[config.mk]
export PLATFORM = sky130hd
export DESIGN_NAME = ethernet_l2_header_classifier
export DESIGN_NICKNAME = d
export VERILOG_FILES = /design/src/rtl/core/l2c_pkg.sv /design/src/rtl/core/l2c_capture.sv /design/src/rtl/core/l2c_classify.sv /design/src/rtl/core/ethernet_l2_header_classifier.sv
export SDC_FILE = /design/constraint.sdc
export NUM_CORES = 1
export LEC_CHECK = 0
export BUFFER_PORTS_ARGS = -buffer_cell sky130_fd_sc_hd__buf_2
export CORE_MARGIN = 10
export CORE_UTILIZATION = 60
export DETAILED_ROUTE_END_ITERATION = 8
export GPL_ROUTABILITY_DRIVEN = 1
export GPL_TIMING_DRIVEN = 0
export HOLD_SLACK_MARGIN = 0.03
export PLACE_DENSITY = 0.78
export SLEW_MARGIN = 20
export SYNTH_ARGS = -nofsm -noshare
export SYNTH_HDL_FRONTEND = slang
export SYNTH_HIERARCHICAL = 1
export SYNTH_SLANG_ARGS = --single-unit
[constraint.sdc]
create_clock -name clk -period 6 [get_ports clk]
set_input_delay 0.6 -clock clk [delete_from_list [all_inputs] [get_ports clk]]
set_output_delay 0.6 -clock clk [all_outputs]
set_load 0.02 [all_outputs]
[src/rtl/core/l2c_pkg.sv]
// Shared types and constants for the L2 header classifier.
// Used by every module of the block; depends on nothing.
`default_nettype none

package l2c_pkg;

  // EtherType values and header geometry.
  localparam logic [15:0] VLAN_TPID    = 16'h8100;
  localparam logic [15:0] IPV4_TYPE    = 16'h0800;
  localparam logic [7:0]  IPV4_HDR_LEN = 8'd20;
  localparam logic [7:0]  ETYPE_LEN    = 8'd2;
  localparam logic [5:0]  NONCE_MAX    = 6'd32;
  localparam logic [7:0]  LEN_MAX      = 8'd255;

  // Inner EtherType offsets and the minimum lengths that make them readable.
  localparam logic [7:0] OFF_UNTAGGED = 8'd12;
  localparam logic [7:0] OFF_VLAN     = 8'd16;
  localparam logic [7:0] MIN_UNTAGGED = 8'd14;
  localparam logic [7:0] MIN_VLAN     = 8'd18;

  // Byte positions that are captured.
  localparam logic [7:0] POS_OUTER_HI  = 8'd12;
  localparam logic [7:0] POS_OUTER_LO  = 8'd13;
  localparam logic [7:0] POS_UNTAG_PB  = 8'd14;
  localparam logic [7:0] POS_UNTAG_WB  = 8'd15;
  localparam logic [7:0] POS_TAGGED_HI = 8'd16;
  localparam logic [7:0] POS_TAGGED_LO = 8'd17;
  localparam logic [7:0] POS_VLAN_PB   = 8'd18;
  localparam logic [7:0] POS_VLAN_WB   = 8'd19;

  // Reset values of the configuration registers.
  localparam logic [15:0] MARKER_RESET = 16'h0000;
  localparam logic [5:0]  NONCE_RESET  = 6'd12;

  typedef enum logic {
    REG_MARKER = 1'b0,
    REG_NONCE  = 1'b1
  } reg_index_t;

  typedef enum logic [1:0] {
    KIND_NONE     = 2'd0,
    KIND_UNTAGGED = 2'd1,
    KIND_VLAN     = 2'd2
  } header_kind_t;

  typedef struct packed {
    logic [7:0] data_byte;
    logic       last_byte;
  } item_t;

  typedef struct packed {
    header_kind_t header_kind;
    logic [4:0]   l2_prefix_len;
    logic         ipv4_ok;
    logic [4:0]   ipv4_offset;
    logic         has_marker;
    logic         policy_valid;
    logic [7:0]   policy_id;
    logic         worker_valid;
    logic [7:0]   worker_index;
    logic         frag_valid;
    logic [5:0]   frag_magic_offset;
  } result_t;

  typedef struct packed {
    logic [15:0] marker_ethertype;
    logic [5:0]  nonce_bytes;
  } cfg_t;

  // Everything the classifier needs about one finished frame.
  typedef struct packed {
    logic [7:0]  frame_len;
    logic [15:0] outer_type_word;
    logic [15:0] tagged_type_word;
    logic [7:0]  untag_policy;
    logic [7:0]  untag_worker;
    logic [7:0]  vlan_policy;
    logic [7:0]  vlan_worker;
  } frame_t;

endpackage

`default_nettype wire

[src/rtl/core/l2c_capture.sv]
// Byte counter, header capture registers and the frame summary register.
// Depends on l2c_pkg.
`default_nettype none

module l2c_capture (
  input  wire logic           clk,
  input  wire logic           rst,
  input  wire logic           item_valid,
  output logic                item_ready,
  input  wire l2c_pkg::item_t item,
  output logic                frame_valid,
  input  wire logic           frame_ready,
  output l2c_pkg::frame_t     frame
);

  logic [7:0]  byte_count;
  logic [7:0]  byte_count_next;
  logic [7:0]  frame_len_next;
  logic [15:0] outer_type_word;
  logic [15:0] outer_type_word_next;
  logic [15:0] tagged_type_word;
  logic [15:0] tagged_type_word_next;
  logic [7:0]  after_type_bytes [4];
  logic [7:0]  after_type_bytes_next [4];
  logic        accept;
  logic        frame_done;

  assign item_ready = !frame_valid || frame_ready;
  assign accept     = item_valid && item_ready;
  assign frame_done = accept && item.last_byte;

  assign frame_len_next = (byte_count == l2c_pkg::LEN_MAX) ? l2c_pkg::LEN_MAX
                                                            : byte_count + 8'd1;

  always_comb begin
    byte_count_next = byte_count;
    if (accept) begin
      byte_count_next = item.last_byte ? 8'd0 : frame_len_next;
    end
  end

  // Merge the current byte into the captured header fields.
  always_comb begin
    outer_type_word_next  = outer_type_word;
    tagged_type_word_next = tagged_type_word;
    for (int i = 0; i < 4; i++) begin
      after_type_bytes_next[i] = after_type_bytes[i];
    end
    case (byte_count)
      l2c_pkg::POS_OUTER_HI:  outer_type_word_next[15:8]  = item.data_byte;
      l2c_pkg::POS_OUTER_LO:  outer_type_word_next[7:0]   = item.data_byte;
      l2c_pkg::POS_UNTAG_PB:  after_type_bytes_next[0]    = item.data_byte;
      l2c_pkg::POS_UNTAG_WB:  after_type_bytes_next[1]    = item.data_byte;
      l2c_pkg::POS_TAGGED_HI: tagged_type_word_next[15:8] = item.data_byte;
      l2c_pkg::POS_TAGGED_LO: tagged_type_word_next[7:0]  = item.data_byte;
      l2c_pkg::POS_VLAN_PB:   after_type_bytes_next[2]    = item.data_byte;
      l2c_pkg::POS_VLAN_WB:   after_type_bytes_next[3]    = item.data_byte;
      default: ;
    endcase
  end

  always_ff @(posedge clk) begin
    if (rst) begin
      byte_count <= 8'd0;
    end else begin
      byte_count <= byte_count_next;
    end
  end

  always_ff @(posedge clk) begin
    if (accept) begin
      outer_type_word  <= outer_type_word_next;
      tagged_type_word <= tagged_type_word_next;
      for (int i = 0; i < 4; i++) begin
        after_type_bytes[i] <= after_type_bytes_next[i];
      end
    end
  end

  always_ff @(posedge clk) begin
    if (rst) begin
      frame_valid <= 1'b0;
    end else if (frame_done) begin
      frame_valid <= 1'b1;
    end else if (frame_ready) begin
      frame_valid <= 1'b0;
    end
  end

  always_ff @(posedge clk) begin
    if (frame_done) begin
      frame.frame_len        <= frame_len_next;
      frame.outer_type_word  <= outer_type_word_next;
      frame.tagged_type_word <= tagged_type_word_next;
      frame.untag_policy     <= after_type_bytes_next[0];
      frame.untag_worker     <= after_type_bytes_next[1];
      frame.vlan_policy      <= after_type_bytes_next[2];
      frame.vlan_worker      <= after_type_bytes_next[3];
    end
  end

endmodule

`default_nettype wire

[src/rtl/core/l2c_classify.sv]
// Classification of one frame summary and the result register.
// Depends on l2c_pkg.
`default_nettype none

module l2c_classify (
  input  wire logic            clk,
  input  wire logic            rst,
  input  wire l2c_pkg::cfg_t   cfg,
  input  wire logic            frame_valid,
  output logic                 frame_ready,
  input  wire l2c_pkg::frame_t frame,
  output logic                 result_valid,
  input  wire logic            result_ready,
  output l2c_pkg::result_t     result
);

  logic                  marker_on;
  logic                  outer_ok;
  logic                  vlan_ok;
  logic [7:0]            off;
  logic [15:0]           inner_type;
  logic [7:0]            pb;
  logic [7:0]            wb;
  logic [7:0]            frag_end;
  logic                  is_marker;
  logic                  policy_ok;
  logic                  ipv4_hit;
  logic                  frag_hit;
  l2c_pkg::header_kind_t kind;
  l2c_pkg::result_t      result_next;

  assign marker_on = cfg.marker_ethertype != 16'h0000;

  assign outer_ok = frame.frame_len >= l2c_pkg::MIN_UNTAGGED &&
                    (frame.outer_type_word == l2c_pkg::IPV4_TYPE ||
                     (marker_on && frame.outer_type_word == cfg.marker_ethertype));
  assign vlan_ok  = frame.frame_len >= l2c_pkg::MIN_VLAN &&
                    frame.outer_type_word == l2c_pkg::VLAN_TPID &&
                    (frame.tagged_type_word == l2c_pkg::IPV4_TYPE ||
                     (marker_on && frame.tagged_type_word == cfg.marker_ethertype));

  always_comb begin
    if (outer_ok) begin
      kind       = l2c_pkg::KIND_UNTAGGED;
      off        = l2c_pkg::OFF_UNTAGGED;
      inner_type = frame.outer_type_word;
      pb         = frame.untag_policy;
      wb         = frame.untag_worker;
    end else if (vlan_ok) begin
      kind       = l2c_pkg::KIND_VLAN;
      off        = l2c_pkg::OFF_VLAN;
      inner_type = frame.tagged_type_word;
      pb         = frame.vlan_policy;
      wb         = frame.vlan_worker;
    end else begin
      kind       = l2c_pkg::KIND_NONE;
      off        = 8'd0;
      inner_type = 16'h0000;
      pb         = 8'd0;
      wb         = 8'd0;
    end
  end

  assign frag_end  = off + 8'd4 + {2'b00, cfg.nonce_bytes};
  assign is_marker = marker_on && inner_type == cfg.marker_ethertype;
  assign policy_ok = frame.frame_len >= off + 8'd3;
  assign ipv4_hit  = inner_type == l2c_pkg::IPV4_TYPE &&
                     frame.frame_len >= off + l2c_pkg::ETYPE_LEN + l2c_pkg::IPV4_HDR_LEN;
  assign frag_hit  = policy_ok && cfg.nonce_bytes <= l2c_pkg::NONCE_MAX &&
                     frame.frame_len >= frag_end;

  always_comb begin
    result_next = '0;
    result_next.header_kind = l2c_pkg::KIND_NONE;
    if (kind != l2c_pkg::KIND_NONE) begin
      result_next.header_kind   = kind;
      result_next.l2_prefix_len = off[4:0];
      result_next.has_marker    = is_marker;
      if (ipv4_hit) begin
        result_next.ipv4_ok     = 1'b1;
        result_next.ipv4_offset = off[4:0] + 5'd2;
      end
      if (policy_ok) begin
        result_next.policy_valid = 1'b1;
        result_next.policy_id    = pb;
      end
      if (is_marker && frame.frame_len >= off + 8'd4) begin
        result_next.worker_valid = 1'b1;
        result_next.worker_index = wb;
      end
      if (frag_hit) begin
        result_next.frag_valid        = 1'b1;
        result_next.frag_magic_offset = frag_end[5:0];
      end
    end
  end

  assign frame_ready = !result_valid || result_ready;

  always_ff @(posedge clk) begin
    if (rst) begin
      result_valid <= 1'b0;
    end else if (frame_ready) begin
      result_valid <= frame_valid;
    end
  end

  always_ff @(posedge clk) begin
    if (frame_valid && frame_ready) begin
      result <= result_next;
    end
  end

endmodule

`default_nettype wire

[src/rtl/core/ethernet_l2_header_classifier.sv]
// Top level of the Ethernet L2 header classifier: configuration registers
// and the capture and classify stages. Depends on l2c_pkg, l2c_capture, l2c_classify.
`default_nettype none

// The classifier takes a frame one byte per transfer on the item channel and
// delivers one result transfer per frame, describing where the inner EtherType
// sits (offset 12 untagged, offset 16 behind an 802.1Q tag), whether an IPv4
// header is fully present, whether the inner type is the configured private
// marker type, and the policy, worker and fragment-magic positions behind it.
// The block takes one byte every cycle, back to back and across frame
// boundaries; the only thing that holds the item channel is a result that is
// not being taken while a second finished frame already waits behind it.
// After the transfer of a frame's last byte, its result passes through the
// capture stage's frame summary register and then the result register. Frame
// length saturates at 255 bytes. The marker EtherType (index 0) and the nonce
// length (index 1) must only be written while no frame is in flight; a marker
// value of zero turns the marker match off.

module ethernet_l2_header_classifier (
  input  wire logic             clk,
  input  wire logic             rst,
  input  wire logic             item_valid,
  output logic                  item_ready,
  input  wire l2c_pkg::item_t   item,
  output logic                  result_valid,
  input  wire logic             result_ready,
  output l2c_pkg::result_t      result,
  input  wire logic             cfg_write,
  input  wire logic             cfg_index,
  input  wire logic [15:0]      cfg_data
);

  l2c_pkg::cfg_t   cfg;
  l2c_pkg::frame_t frame;
  logic            frame_valid;
  logic            frame_ready;

  // Configuration registers; writes take effect at the next edge.
  always_ff @(posedge clk) begin
    if (rst) begin
      cfg.marker_ethertype <= l2c_pkg::MARKER_RESET;
      cfg.nonce_bytes      <= l2c_pkg::NONCE_RESET;
    end else if (cfg_write) begin
      case (l2c_pkg::reg_index_t'(cfg_index))
        l2c_pkg::REG_MARKER: cfg.marker_ethertype <= cfg_data;
        l2c_pkg::REG_NONCE:  cfg.nonce_bytes      <= cfg_data[5:0];
        default: ;
      endcase
    end
  end

  // Counts bytes, captures the header fields and holds one finished frame.
  l2c_capture u_capture (
    .clk         (clk),
    .rst         (rst),
    .item_valid  (item_valid),
    .item_ready  (item_ready),
    .item        (item),
    .frame_valid (frame_valid),
    .frame_ready (frame_ready),
    .frame       (frame)
  );

  // Decodes the summary and registers the result.
  l2c_classify u_classify (
    .clk          (clk),
    .rst          (rst),
    .cfg          (cfg),
    .frame_valid  (frame_valid),
    .frame_ready  (frame_ready),
    .frame        (frame),
    .result_valid (result_valid),
    .result_ready (result_ready),
    .result       (result)
  );

endmodule

`default_nettype wire

After elaboration in Yosys (flattened, before gate mapping). Memories as Yosys holds them, arrays and structs flattened. Cells that the tools add are included. W data, S select, Z words.

Bits in writable memories: 32. Output and inout port bits: 41. Input port bits: 31. Memories: 1. Register bits after elaboration: 175. Logic and storage cells: 113.

Memories: u_capture.after_type_bytes (words 4, width 8, read ports 4, clocked after memory_dff 0, write ports 4, RTL line l2c_capture.sv:23) `logic [7:0] after_type_bytes [4];`.

Magnitude comparators: 7. Add/sub/neg operators: 7. Bitwise logic cells: 1. Muxes and demuxes: 28. Equal/unequal tests: 16. Reductions and logical operators: 28.

Operators by type and width (number): $mux W8 (15); $eq A16 B12 Y1 const B (3); $eq A16 B16 Y1 (3); $eq A8 B4 Y1 const B (4); $eq A8 B5 Y1 const B (4); $ge A8 B8 Y1 (4); $mux W16 (2); $mux W9 (2); $add A8 B2 Y8 const B (2); $eq A16 B16 Y1 const B (1); $reduce_bool A16 Y1 (1); $logic_and A1 B1 Y1 (13); $reduce_and A2 Y1 (6); $add A8 B1 Y8 const B (1); $add A8 B3 Y8 const B (1); $add A8 B5 Y8 const B (1); $add A8 B6 Y8 (1); $eq A8 B8 Y1 const B (1); $ge A8 B4 Y1 const B (1); $ge A8 B5 Y1 const B (1); $mux W7 (1); $le A6 B6 Y1 const B (1); $mux W6 (1); $add A5 B2 Y5 const B (1); other kinds (7) (16).

Longest topological paths before layout.
Depth in word-level cells: 11. Mapped depth: 16. Gate-level depth less buffers: 14.

By module. The synthesis kept the hierarchy.

By module, submodules not included: l2c_capture (seq. area each 4264.1 um2, area each 5517.8 um2, times used 1, cells each 294); l2c_classify (seq. area each 980.9 um2, area each 3049.2 um2, times used 1, cells each 326); ethernet_l2_header_classifier (seq. area each 440.4 um2, area each 1013.5 um2, times used 1, cells each 92).

Least setup slack after synthesis. Ideal clock, no wire load.

Path type: input port to flip-flop. Start point: input port result_ready. End point: register u_capture.byte_count[3]. Arrival time: 4.837 ns. Setup slack: 0.902 ns. Path buffers: 1. Required time: 5.739 ns. Stages: 6. Library setup time: 0.261 ns. Cell sequence: nand2b_1 -> nand2b_4 -> nor2b_1 -> or2_2 -> clkbuf_1 -> a311oi_1.

Longest elaborated chain between the ends: 3.

Ends and longest elaborated chain: start, declared (RTL line ethernet_l2_header_classifier.sv:26) `input wire logic result_ready,`; $logic_or A1 B1 Y1 (RTL line l2c_classify.sv:98) `assign frame_ready = !result_valid || result_ready;`; $logic_or A1 B1 Y1 (RTL line l2c_capture.sv:28) `assign item_ready = !frame_valid || frame_ready;`; named net item_ready (RTL line ethernet_l2_header_classifier.sv:23) `output logic item_ready,`; $logic_and A1 B1 Y1 (RTL line l2c_capture.sv:29) `assign accept = item_valid && item_ready;`; end signal, assigned (RTL line l2c_capture.sv:66) `byte_count <= byte_count_next;`; end, declared (RTL line l2c_capture.sv:16) `logic [7:0] byte_count;`.

The timed path passes the listed nets, and every way through them passes these cells. A chain may end at the register's enable or synchronous reset.

Worst setup path in the final report.
Start point: register cfg[11] (netlist name). End point: register u_classify/result[3] (netlist name).

Elaborated cells on any way between the ends: 22. Classes of those cells: 3 x add/sub; 2 x order compare; 2 x eq/ne; 4 x mux; 11 x reduce/logical.

RTL lines: $eq A16 B16 Y1 / $reduce_bool A16 Y1 (equally long branches) (RTL line l2c_classify.sv:36, l2c_classify.sv:32); $logic_and A1 B1 Y1 (*) (RTL line l2c_classify.sv:36) `(marker_on && frame.outer_type_word == cfg.marker_ethertype));`; $logic_or A1 B1 Y1 (*) (RTL line l2c_classify.sv:35) `(frame.outer_type_word == l2c_pkg::IPV4_TYPE ||`; $logic_and A1 B1 Y1 (*) (RTL line l2c_classify.sv:34) `assign outer_ok = frame.frame_len >= l2c_pkg::MIN_UNTAGGED &&`; $mux W2 (*) (RTL line l2c_classify.sv:43) `if (outer_ok) begin`; named net u_classify.kind[0] (RTL line l2c_classify.sv:29) `l2c_pkg::header_kind_t kind;`; $reduce_bool A2 Y1 (*) (RTL line l2c_classify.sv:75) `if (kind != l2c_pkg::KIND_NONE) begin`; $reduce_and A2 Y1 (no source line) (*).

Mark *: on every way through the listed nets, which the timed path passes. The rest lies on a longest branch.

==> impl_metrics.ini <==
[outcome]
status = completed

[pwr]
switching_share = 0.244
total_power_w = 0.00298
p_int_w = 0.00225
leakage_nw = 3.93
p_switching_w = 0.000727
clockPowerShare = 0.383
p_comb_frac = 0.075
seqPwrFrac = 0.542
ir_worst_vdd_v = 0.000214
powerDensity_nw_per_um2 = 274

[timing]
tightestPinTransition_ns = 1.10
rsz0062_at_grt = no
fmax_ghz = 0.178
drv_slew = 0
finalClockSkew_ns = 0.00913
setup_viol = 0
finalCritPeriodShare = 0.937
hold_viol_final = 0
slew_headroom = 0.269
fin_crit_ns = 5.62

[synth]
ys_types = 80
yosys.area_share.simple = 0.145
synthTopCellsByArea = edfxtp_1, dfxtp_1, mux2_2
synth_fa_ha_area_frac = 0.0326
yosysWarnings = 6
yosysSeqAreaShare = 0.593
synth_mux_area_frac = 0.0836
syn_area_per_cell_um2 = 13.5
synthArstFlopShare = 0
synth_xor_area_frac = 0.0329
synth_edf_count = 168
synth_top_area_frac = 0.527
synth_top_family_by_area = simple AND/OR/NAND/NOR gates
syn_area_um2 = 9580
yosys_most_used_dff = edfxtp_1
synth_cells = 712
synth_compound_area_frac = 0.0773
yosys.area.top_type = edfxtp_1
ys_ff_latch = 200

[floorplanning]
start_util = 0.608
die_w_um = 146
core_um2 = 15800
die_area_um2 = 21400
ios = 72
die_y_um = 146
std_cell_rows = 46

[setup_path]
worst_setup_path_end_kind = flip-flop
cp.arrival_ns = 5.78
start_kind = flip-flop
cp_max_fo = 10
cp.required_ns = 6.15
path_class = flip-flop to flip-flop

[route]
wl_per_cell_um = 22.2
drc = 0
drtIter0Drc = 573
viasPerCell = 6.04
routed_wl_um = 22900
ant_nets = 0
vias = 6243
first_pass_iters = 5

[clock_network]
clock-sinks = 200
cts_tree = built
root_buffer = clkbuf_16
post_cts_buffers = 0
clk_pin_slew_ns = 0.08
ctsHtreeMaxLevel = 4
cts_buffers = 17
cts_hold_buf = 0
cts-resized-gates = 0
cts_max_path_buffers = 2
clock_latency_ns = 0.44

[grt]
grt_usage = 0.214
met2_usage = 0.333
grt_start_max_net_pins = 44
top_usage_layer = met2
grtUsageMet1 = 0.289
grt_pass1_wl_um = 35900
overflow = 0
grt_util_met3 = 0.0510
grt_pass1_vias = 6274
antenna_found_initial = 0

[place]
hpwl_um = 16400
portBuffers = 68
place.gp.congestion = 0.946

[finish]
area_delta_synth_final_pct = 13.5
diodes = 0
nNetsFinal = 862
fin_util = 0.690
drive_gt1_frac = 0.257

[worst_hold_path]
hp-class = primary input to flip-flop

[run]
maxCapViolCount = 0
[cell type report]
cell class | count | area, µm²
plain buffers | 35 | 224
clock buffers | 18 | 429
clock inverters | 13 | 156
fillers | 1151 | 4890
inverters | 30 | 113
multi-input cells | 450 | 3590
flip-flops and latches | 200 | 5690
well taps | 216 | 270
repair buffers | 72 | 413
[worst max-delay path, stage by stage (launching register included)]
cell      delay [ns]
dfxtp_1         0.54
xnor2_1         0.17
nand4_1         0.11
nor4_1          0.50
a41oi_1         0.37
inv_2           0.24
clkbuf_1        0.45
buf_1           0.58
nor2_1          0.15
inv_1           0.13
ha_1            0.28
a31oi_1         0.25
xor2_1          0.25
ha_1            0.28
a21o_1          0.16
a211oi_1        0.76
nor3_1          0.12
[metrics by stage]
stage	setup WS (ns)	TNS (ns)	instances	hold WS (ns)	instance area, µm²
after floorplan	0.902	0	715	0.458	9590
after global placement	-0.641	-3.96	999	0.479	10200
after detailed placement	0.540	0	1003	0.505	10300
after CTS	0.491	0	1034	0.434	10900
after global routing	0.0874	0	1034	0.450	10900
final	0.378	0	1034	0.443	10900
[placed cells by master, fill, tap and decap left out, types with 4 or more instances in the layout]
master,count
edfxtp_1,168
buf_2,76
mux2_2,39
dfxtp_1,32
a21oi_1,32
nand2_1,30
nand2b_1,29
inv_1,29
mux2_1,25
ha_1,25
xor2_1,21
nand3_1,20
nor2_1,18
clkbuf_16,17
nor4_1,16
xnor2_1,15
nor3_1,14
buf_4,13
nand4bb_1,12
nand4_1,11
o21ai_2,10
o21ai_0,10
clkbuf_1,9
mux2i_1,8
and2_1,8
a21o_1,8
nor4b_2,8
and3_1,7
a211oi_1,5
conb_1,5
inv_8,4
nand2_2,4
[layer usage]
metal | part of all wire | vias to the layer above
met1 | 0.44 | 3068
li1 | - | 2882
met4 | 0.021 | 0
met3 | 0.075 | 37
met2 | 0.47 | 256
met5 | 0 | -
[logic make-up (layout without fill, tap and decap cells)]
logic type	count (synthesis)	after routing
AND/OR/NAND/NOR	211	211
adder cells (fa/ha/maj)	25	25
AO/OA/AOI/OAI	101	101
flip-flops	200	200
multiplexers	72	72
buffers and inverters	65	168
XOR/XNOR	36	36
other	2	5
[registers in the layout, indices dropped and copies added (netlist names)]
name / count
u_capture/frame: 72
u_capture/tagged_type_word: 16
u_capture/after_type_bytes: 32
u_classify/result: 32
u_capture/frame_valid: 1
u_capture/outer_type_word: 16
u_classify/result_valid: 1
cfg: 22
u_capture/byte_count: 8
[worst paths after layout]
check | startpoint | endpoint | slack (ns) | depth (start not counted)
worst max-delay path | cfg[11] | u_classify/result[3] | 0.38 | 16
worst min-delay path | cfg_data[13] | cfg[19] | 0.44 | 3
worst max register to register | cfg[11] | u_classify/result[3] | 0.38 | 16
worst min register to register | cfg[1] | cfg[1] | 0.51 | 2
[synth_stat cells (4+ instances only)]
library cell and number:
buf_4 13, and2_1 9, mux2_2 39, nand4bb_1 12, nor4_1 16, xnor2_1 15
inv_1 29, mux2i_1 8, xor2_1 21, edfxtp_1 168, o21ai_2 10, buf_2 7
nand2b_1 29, a211oi_1 5, and3_1 7, nand4_1 11, o21ai_0 10, ha_1 25
mux2_1 25, nand2_1 30, clkbuf_1 9, a21oi_1 32, dfxtp_1 32, nand3_1 20
nor4b_2 8, nor3_1 14, a21o_1 8, nor2_1 18, nand2_2 4
[power groups by stage]
stage / Sequential, W / Combinational (W) / Clock, W
after global placement: 0.00165 / 0.000206 / 0
after global routing: 0.00162 / 0.000244 / 0.00122
final: 0.00162 / 0.000224 / 0.00114
after floorplan: 0.00164 / 0.000142 / 0
after detailed placement: 0.00165 / 0.000222 / 0
after CTS: 0.00162 / 0.000223 / 0.00116
Note: power is estimated with default switching activity, not from simulation.
